## config.mk

```make
export PLATFORM = sky130hd
export DESIGN_NAME = infix_expression_tokenizer
export DESIGN_NICKNAME = d
export VERILOG_FILES = /design/src/sv/iet_pkg.sv /design/src/sv/infix_expression_tokenizer.sv
export SDC_FILE = /design/constraint.sdc
export NUM_CORES = 1
export LEC_CHECK = 0
export ABC_AREA = 1
export BUFFER_PORTS_ARGS = -buffer_cell sky130_fd_sc_hd__buf_2
export CORE_MARGIN = 10
export CORE_UTILIZATION = 40
export DETAILED_ROUTE_END_ITERATION = 12
export PLACE_DENSITY = 0.57
export SYNTH_ARGS = -nofsm -noshare
export SYNTH_HDL_FRONTEND = slang
export SYNTH_SLANG_ARGS = --single-unit
```

## constraint.sdc

```tcl
create_clock -name clk_i -period 3.2 [get_ports clk_i]
set_input_delay 0.64 -clock clk_i [delete_from_list [all_inputs] [get_ports clk_i]]
set_output_delay 0.64 -clock clk_i [all_outputs]
set_load 0.01 [all_outputs]
```

## src/sv/iet_pkg.sv

```systemverilog
`timescale 1ns / 1ps

package iet_pkg;

  localparam int unsigned CharWidth  = 8;
  localparam int unsigned ValueWidth = 32;
  localparam int unsigned KindWidth  = 3;
  localparam int unsigned DigitWidth = 4;

  localparam logic [CharWidth-1:0] ChPlus   = 8'h2B;
  localparam logic [CharWidth-1:0] ChMinus  = 8'h2D;
  localparam logic [CharWidth-1:0] ChStar   = 8'h2A;
  localparam logic [CharWidth-1:0] ChSlash  = 8'h2F;
  localparam logic [CharWidth-1:0] ChPct    = 8'h25;
  localparam logic [CharWidth-1:0] ChLParen = 8'h28;
  localparam logic [CharWidth-1:0] ChRParen = 8'h29;
  localparam logic [CharWidth-1:0] ChSpace  = 8'h20;
  localparam logic [CharWidth-1:0] ChNul    = 8'h00;
  localparam logic [CharWidth-1:0] ChZero   = 8'h30;
  localparam logic [CharWidth-1:0] ChNine   = 8'h39;

  typedef enum logic [2:0] {
    ClsSpace = 3'd0,
    ClsDigit = 3'd1,
    ClsOper  = 3'd2,
    ClsStop  = 3'd3,
    ClsError = 3'd4,
    ClsBrack = 3'd5
  } char_class_e;

  typedef enum logic [KindWidth-1:0] {
    TokOperand  = 3'd0,
    TokOperator = 3'd1,
    TokEnd      = 3'd2,
    TokError    = 3'd3,
    TokBracket  = 3'd4
  } token_kind_e;

  // One emitted token as held in the output stages
  typedef struct packed {
    token_kind_e           kind;
    logic [ValueWidth-1:0] value;
    logic [CharWidth-1:0]  opch;
  } token_t;

  function automatic char_class_e classify(input logic [CharWidth-1:0] c);
    char_class_e cls;
    cls = ClsError;
    if (c >= ChZero && c <= ChNine) begin
      cls = ClsDigit;
    end else begin
      case (c)
        ChPlus, ChMinus, ChStar, ChSlash, ChPct: cls = ClsOper;
        ChNul, ChRParen:                         cls = ClsStop;
        ChSpace:                                 cls = ClsSpace;
        ChLParen:                                cls = ClsBrack;
        default:                                 cls = ClsError;
      endcase
    end
    return cls;
  endfunction

endpackage

```

## src/sv/infix_expression_tokenizer.sv

```systemverilog
`timescale 1ns / 1ps
// Accepting the character that completes a token registers it in an output entry.
// Throughput: one character per cycle while the skid entry is empty; the class decode,
// the multiply-by-ten (two shifts and an add) and the token select all sit in one
// register-to-register stage. A two-entry output (result register plus skid register)
// keeps the input open while one token waits. Reset (rst_ni low, asynchronous) returns
// the scanner to the space class with a zero accumulator and empties both output entries.
module infix_expression_tokenizer
  import iet_pkg::*;
(
  input  logic                  clk_i,
  input  logic                  rst_ni,
  input  logic                  in_valid_i,
  output logic                  in_ready_o,
  input  logic [CharWidth-1:0]  char_code_i,
  input  logic                  restart_i,
  output logic                  out_valid_o,
  input  logic                  out_ready_i,
  output logic [KindWidth-1:0]  token_kind_o,
  output logic [ValueWidth-1:0] operand_value_o,
  output logic [CharWidth-1:0]  operator_char_o
);

  // Scanner state
  char_class_e           prev_cls_q, prev_cls_d;
  logic [ValueWidth-1:0] acc_q, acc_d;
  logic [CharWidth-1:0]  prev_ch_q, prev_ch_d;

  // Output entries: result register and skid register
  logic   out_valid_q, skid_valid_q;
  token_t out_q, skid_q;

  logic                  in_fire;
  logic                  out_free;
  char_class_e           cur_cls;
  char_class_e           eff_cls;
  logic [CharWidth-1:0]  eff_ch;
  logic [ValueWidth-1:0] acc_x10;
  logic [DigitWidth-1:0] digit;
  logic                  emit;
  token_t                tok;

  // Take a new transaction whenever the skid entry is empty
  assign in_ready_o = !skid_valid_q;
  assign in_fire    = in_valid_i && in_ready_o;
  assign out_free   = !out_valid_q || out_ready_i;

  // Decode the incoming character and the scanner state it meets
  always_comb begin
    cur_cls = classify(char_code_i);
    // Restart clears the state before this character is looked at
    eff_cls = restart_i ? ClsSpace : prev_cls_q;
    eff_ch  = restart_i ? ChNul : prev_ch_q;
    digit   = DigitWidth'(char_code_i - ChZero);
    acc_x10 = (acc_q << 3) + (acc_q << 1);
  end

  // Choose the token owed by the previous character
  always_comb begin
    emit      = 1'b0;
    tok.kind  = TokOperand;
    tok.value = '0;
    tok.opch  = '0;
    case (eff_cls)
      ClsDigit: begin
        if (cur_cls != ClsDigit) begin
          emit      = 1'b1;
          tok.kind  = TokOperand;
          tok.value = acc_q;
        end
      end
      ClsOper: begin
        emit     = 1'b1;
        tok.kind = TokOperator;
        tok.opch = eff_ch;
      end
      ClsStop: begin
        emit     = 1'b1;
        tok.kind = TokEnd;
      end
      ClsError: begin
        emit     = 1'b1;
        tok.kind = TokError;
      end
      ClsBrack: begin
        emit     = 1'b1;
        tok.kind = TokBracket;
      end
      default: begin
        emit = 1'b0;
      end
    endcase
  end

  // Advance the scanner state; a digit run extends the accumulator, wrapping at 32 bits
  always_comb begin
    prev_cls_d = prev_cls_q;
    acc_d      = acc_q;
    prev_ch_d  = prev_ch_q;
    if (in_fire) begin
      prev_cls_d = cur_cls;
      prev_ch_d  = char_code_i;
      if (restart_i) begin
        acc_d = '0;
      end
      if (cur_cls == ClsDigit) begin
        if (eff_cls == ClsDigit) begin
          acc_d = acc_x10 + ValueWidth'(digit);
        end else begin
          acc_d = ValueWidth'(digit);
        end
      end
    end
  end

  always_ff @(posedge clk_i or negedge rst_ni) begin
    if (!rst_ni) begin
      prev_cls_q <= ClsSpace;
      acc_q      <= '0;
      prev_ch_q  <= '0;
    end else begin
      prev_cls_q <= prev_cls_d;
      acc_q      <= acc_d;
      prev_ch_q  <= prev_ch_d;
    end
  end

  // Output control: refill the result register from the skid entry first,
  // otherwise from a fresh token; park a fresh token in the skid entry when
  // the result register is still held by a stalled consumer.
  always_ff @(posedge clk_i or negedge rst_ni) begin
    if (!rst_ni) begin
      out_valid_q  <= 1'b0;
      skid_valid_q <= 1'b0;
    end else begin
      if (skid_valid_q) begin
        if (out_free) begin
          out_valid_q  <= 1'b1;
          skid_valid_q <= 1'b0;
        end
      end else if (in_fire && emit) begin
        if (out_free) begin
          out_valid_q <= 1'b1;
        end else begin
          skid_valid_q <= 1'b1;
        end
      end else if (out_free) begin
        out_valid_q <= 1'b0;
      end
    end
  end

  // Payload registers, no reset
  always_ff @(posedge clk_i) begin
    if (skid_valid_q) begin
      if (out_free) begin
        out_q <= skid_q;
      end
    end else if (in_fire && emit) begin
      if (out_free) begin
        out_q <= tok;
      end else begin
        skid_q <= tok;
      end
    end
  end

  assign out_valid_o     = out_valid_q;
  assign token_kind_o    = out_q.kind;
  assign operand_value_o = out_q.value;
  assign operator_char_o = out_q.opch;

endmodule
```

Yosys cells after proc, flatten, opt, wreduce, memory -nomap -nowiden
Cells that the tools add are included.
{"block": "op_classes", "add_sub_neg": 3, "magnitude_cmp": 2, "eq_ne": 15, "muxes": 24, "n_bitwise": 2, "reduce_logical": 16}
{"operator": "$mux 43", "n": 4}
{"operator": "$mux 32", "n": 5}
{"operator": "$eq 8x6->1 const B", "n": 8}
{"operator": "$add 32x32->32", "n": 1}
{"operator": "$add 32x4->32", "n": 1}
{"operator": "$mux 8", "n": 2}
{"operator": "$pmux 3 s5", "n": 1}
{"operator": "$pmux 3 s4", "n": 1}
{"operator": "$ge 8x6->1 const B", "n": 1}
{"operator": "$le 8x6->1 const B", "n": 1}
{"operator": "$logic_not 8->1", "n": 1}
{"operator": "$mux 1", "n": 8}
{"operator": "$eq 3x1->1 const B", "n": 2}
{"operator": "$eq 3x2->1 const B", "n": 2}
{"operator": "$eq 3x3->1 const B", "n": 2}
{"operator": "$mux 3", "n": 2}
{"operator": "$reduce_or 5->1", "n": 1}
{"operator": "$reduce_and 2->1", "n": 2}
{"operator": "$reduce_bool 2->1", "n": 2}
{"operator": "$reduce_or 4->1", "n": 1}
{"operator": "$sub 4x1->4 const B", "n": 1}
{"operator": "$logic_and 1x1->1", "n": 3}
{"operator": "$ne 3x1->1 const B", "n": 1}
{"operator": "$reduce_and 3->1", "n": 1}
{"operator": "6 further kinds", "n": 8}
{"block": "totals", "regBits": 131, "input_bits": 13, "output_inout_bits": 45, "word_cells": 73}

Longest topological paths before layout
{"block": "logic_depth", "word_depth": 10, "depth_mapped": 14, "depth_no_buf": 14}

Worst setup path after synthesis
OpenSTA, ideal clock, no wires.
{"block": "synth_path", "path_kind": "in2reg", "start": "in restart_i", "end": "reg out_q, in the netlist operand_value_o[0] (enable)", "setup_time_ns": 0.443, "arrival_time_ns": 3.273, "required_time_ns": 2.757, "setup_slack_ns": -0.517, "path_stages": 7, "path_buffers": 0, "path_cell_list": "inv_2 > nand2_2 > nor3_4 > nand2_4 > a21oi_1 > nor2_1 > nor2_1"}
{"block": "synth_via", "elab_chain_cells": 7, "word_cells_on_any_way": 11, "cone_classes": "5 x eq/ne; 2 x mux; 4 x reduce/logical"}
{"element": "start, declared", "line_no": "infix_expression_tokenizer.sv:16", "rtl": "input logic restart_i,"}
{"element": "$mux 3 (*)", "line_no": "infix_expression_tokenizer.sv:52", "rtl": "eff_cls = restart_i ? ClsSpace : prev_cls_q;"}
{"element": "$eq 3x3->1 or $eq 3x2->1 (tied branches)", "line_no": "infix_expression_tokenizer.sv:64", "rtl": "case (eff_cls)"}
{"element": "$reduce_or 4->1 (no line)"}
{"element": "$pmux 1 s2 (*)", "line_no": "infix_expression_tokenizer.sv:64"}
{"element": "$logic_and 1x1->1 (*)", "line_no": "infix_expression_tokenizer.sv:159", "rtl": "end else if (in_fire && emit) begin"}
{"element": "$reduce_bool 2->1 (no line) (*)"}
{"element": "$reduce_and 2->1 (no line) (*)"}
{"element": "end signal, assigned", "line_no": "infix_expression_tokenizer.sv:157", "rtl": "out_q <= skid_q;"}
{"element": "end signal, assigned", "line_no": "infix_expression_tokenizer.sv:161", "rtl": "out_q <= tok;"}
{"element": "end, declared", "line_no": "infix_expression_tokenizer.sv:31", "rtl": "token_t out_q, skid_q;"}
Every way passes the cells marked *; elsewhere a longest branch is shown, timed or not.
A chain may end at the register's enable or synchronous reset.

Worst setup path in the final report
{"block": "layout_path", "start": "reg acc_q[0]", "end": "reg acc_q[22]"}
{"block": "layout_via", "elab_chain_cells": 4}
{"element": "start, declared", "line_no": "infix_expression_tokenizer.sv:26", "rtl": "logic [ValueWidth-1:0] acc_q, acc_d;"}
{"element": "start signal, assigned", "line_no": "infix_expression_tokenizer.sv:119", "rtl": "acc_q <= '0;"}
{"element": "start signal, assigned", "line_no": "infix_expression_tokenizer.sv:123", "rtl": "acc_q <= acc_d;"}
{"element": "$add 32x32->32", "line_no": "infix_expression_tokenizer.sv:55", "rtl": "acc_x10 = (acc_q << 3) + (acc_q << 1);"}
{"element": "$add 32x4->32", "line_no": "infix_expression_tokenizer.sv:108", "rtl": "acc_d = acc_x10 + ValueWidth'(digit);"}
{"element": "$mux 32", "line_no": "infix_expression_tokenizer.sv:107", "rtl": "if (eff_cls == ClsDigit) begin"}
{"element": "$mux 32", "line_no": "infix_expression_tokenizer.sv:106", "rtl": "if (cur_cls == ClsDigit) begin"}
No other way between the ends.

==> impl_results.md <==
* Number of synthesized flops with an enable pin at 86
* Port Buffers at 57
* Top_reg_cell synth: edfxtp_1
* Ys Warns at 0
* Largest area contributor in the netlist: edfxtp_1
* Kind of critical path: flop to flop
* Critical Path RT at between 3 and 4 ns
* Root Driver: clkbuf_16
* Tmin final at about 2.5 ns
* Max VDD drop at about 0.29 mV
* Cell area after layout at between 9000 and 10000 µm²
* Post-route DRC violation count at 0
* Clock sink total at 131
* Clock Latency Late Sink at 0.42 ns
* Hpwl dp at ~14 mm
* RSZ-0062 raised after global routing: false
* Final Core Density at a little under half
* CTS Buf Count at 17
* Largest family of logic cells by synthesized area: simple AND/OR/NAND/NOR gates
* Status: completed
* DIE AREA at 26460 µm²
* Largest net degree at the start of global routing at 47
* Starting Density at 40.49%
* Total power at slightly above 0.004 W
* Iteration-0 DRC Markers at about 340
* Syn Nets at ~1100
* Final setup viols at 0
* I/O Pins at 58
* WL final at roughly 19 mm
* GPL Wtd Cong at between 0.9 and 1
* Final Cycle Share at 77.71%
* Critical Path End Type: flop
* Layout Nets at 1132
* FP Rows at 52
* Die Wd at ~160 µm
* CP arrival at 2.79 ns
* Max Clock Freq at approximately 400 MHz
* First-pass GRT wire length at 31.40 mm
* Synth Area in Adders at under 10%
* Synthesized cell area at about 8000 µm²
* CP Launch Type: flop
* Post-synthesis sequential area ratio at between 40% and 50%
* Max-slew headroom at between 40% and 50%
* Vias in the first global route at roughly 6100
* Seq pwr share at 45.9%
* Synth top cells by count: nand2_1, inv_1, edfxtp_1
* Die Y at around 160 µm
* GRT Total Usage at roughly 15%
* Switching share of power at between 20% and 30%
* CTS tree: built
* ANT nets after route at 0
* Max_cap viols at 0
* Placed cell area at roughly 8700 µm²
* CP max FO at 4
* Clock Skew at approximately 0.012 ns
* Antenna violations before repair at 0
* Post-synthesis mux area share at less than 1%
* Ys async rst share at around a third
* Diodes inserted at 0
* Hold Crit Class: input pin to asynchronous set/reset pin
* Ranking of synthesized cells by area: edfxtp_1, nand2_1, dfrtp_1, ha_1, inv_1
* CTS clk-pin slew, worst paths at around 0.060 ns
* Register-to-register setup slack at approximately 0.71 ns
* H-tree levels at 4
* Post-Synth XOR/XNOR Area at 1.399%
* Synth Area in Compound Gates at 4.411%
* TNS Setup at 0 ns
* Max Slew Vio Count at 0
* DRT Pass-1 Iters at 5
* Flops & latches, synth at ~130
* Core Area at a little over 20000 µm²
* Worst Tran Pin Value at 0.7741 ns
* Post-synthesis simple-gate area fraction at about 30%
* Sw power at between 0.0009 and 0.001 W
* PD cells at 440.5 nW/µm²
* Lkg Pwr at approximately 4.6 nW
* Combinational share of power at approximately 5.6%
* Clock power share at 48.5%
* Avg Synthesized Cell Area at around 8 µm²
* Int Power at approximately 0.0032 W
* P&R area growth vs syn at 14.46%
* Top-count cell post-synth: nand2_1
* Number of hold buffers added after cts at 0
* Fin. Hold Viols at 0
* Yosys top cell area share at 31.72%
* CTS max path bufs at 2
* Via/cell ratio at about 4.7
* Synth cell types at 38
* Share of cells above drive strength 1 at between 10% and 20%
* Post CTS Setup Buffer Count at 0
* Via count at about 6300
* Post-CTS Resized at 0
* Congestion Overflow GR at 0
* Avg WL per Cell at between 10 and 15 µm
* Post-Syn Instances at a little under 1000
power groups by stage:
stage / logic (W) / clock network [W] / registers, W
after floorplan: 0.000113 / 0 / 0.00194
after global placement: 0.000232 / 0 / 0.00192
after detailed placement: 0.000233 / 0 / 0.00192
after CTS: 0.000234 / 0.00203 / 0.00189
after global routing: 0.000258 / 0.00211 / 0.00189
final: 0.000229 / 0.00199 / 0.00189
flip-flops by register name, indices dropped and copies added, names as in the netlist:
register,cells
token_kind_o,3
out_valid_o,1
prev_ch_q,8
prev_cls_q,3
acc_q,32
skid_q,43
operator_char_o,8
skid_valid_q,1
operand_value_o,32
per-stage QoR:
stage | setup slack, ns | cells | hold slack [ns]
6_report | 0.7134 | 1342 | 0.3008
5_1_grt | 0.4241 | 1342 | 0.3400
4_1_cts | 0.6922 | 1342 | 0.3127
3_5_place_dp | 0.3087 | 1310 | 0.4746
3_3_place_gp | 0.3543 | 1310 | 0.4695
2_1_floorplan | 0.2006 | 993 | 0.3444
cell families (layout without fill, tap and decap cells):
family	Yosys count	in the layout
flops	131	131
simple gates	541	541
buf+inv	182	261
xor+xnor	13	13
mux	1	1
fa+ha+maj	60	60
compound gates	65	65
metal layers:
layer | up-vias | share of wire, % | track usage, %
met2 | 107 | 45 | 23.28
met3 | 13 | 4.5 | 3.185
met5 | - | 0 | 0
met1 | 2888 | 50 | 20.17
li1 | 3272 | - | -
met4 | 0 | 1.1 | 3.893
worst paths after layout:
path | startpoint | end | cells after the start
worst max-delay path | acc_q[0]$_DFFE_PN0P_ | acc_q[22]$_DFFE_PN0P_ | 13
worst min-delay path | rst_ni | acc_q[21]$_DFFE_PN0P_ | 1
worst max register to register | acc_q[0]$_DFFE_PN0P_ | acc_q[22]$_DFFE_PN0P_ | 13
worst min register to register | prev_ch_q[5]$_DFFE_PN0P_ | prev_ch_q[5]$_DFFE_PN0P_ | 2
max in group asynchronous | rst_ni | prev_ch_q[7]$_DFFE_PN0P_ | 2
min in group clk_i | char_code_i[7] | prev_ch_q[7]$_DFFE_PN0P_ | 3
cell usage in the layout (no fill, tap or decap), drive strengths merged, types with 2 or more instances in the layout:
cell type	netlist	final
o21ai	29	29
dfrtp	45	45
nand3	53	53
nand2	370	370
nand3b	2	2
clkbuf	6	20
xor2	5	5
ha	58	58
o22ai	10	10
nor3	7	7
and2	3	3
xnor2	8	8
a21oi	21	21
clkinvlp	0	2
nor2	96	96
buf	14	67
nand4	6	6
bufinv	0	3
inv	162	164
or2	3	3
edfxtp	86	86
a31oi	2	2
clkinv	0	5
fa	2	2
o21bai	2	2
final cells by class:
class                   instances  area, µm²
flip-flops and latches        131       3709
fillers                      1985      10790
clock buffers                  20      446.7
clock inverters                12      155.1
multi-input cells             680       3676
repair buffers                 67      385.4
inverters                     162      608.1
well taps                     270      337.8
worst max-delay path, cell delays in order (launching register included):
cell     delay [ns]
dfrtp_1        0.42
fa_1           0.54
inv_1          0.07
fa_1           0.46
inv_1          0.11
nand3_1        0.07
nand3_1        0.15
nand2_1        0.08
nand3_1        0.14
nand2_1        0.10
nand2_1        0.07
nand2_1        0.04
nand3_1        0.06
o21ai_1        0.06
Power figures use the tool's default switching activity.
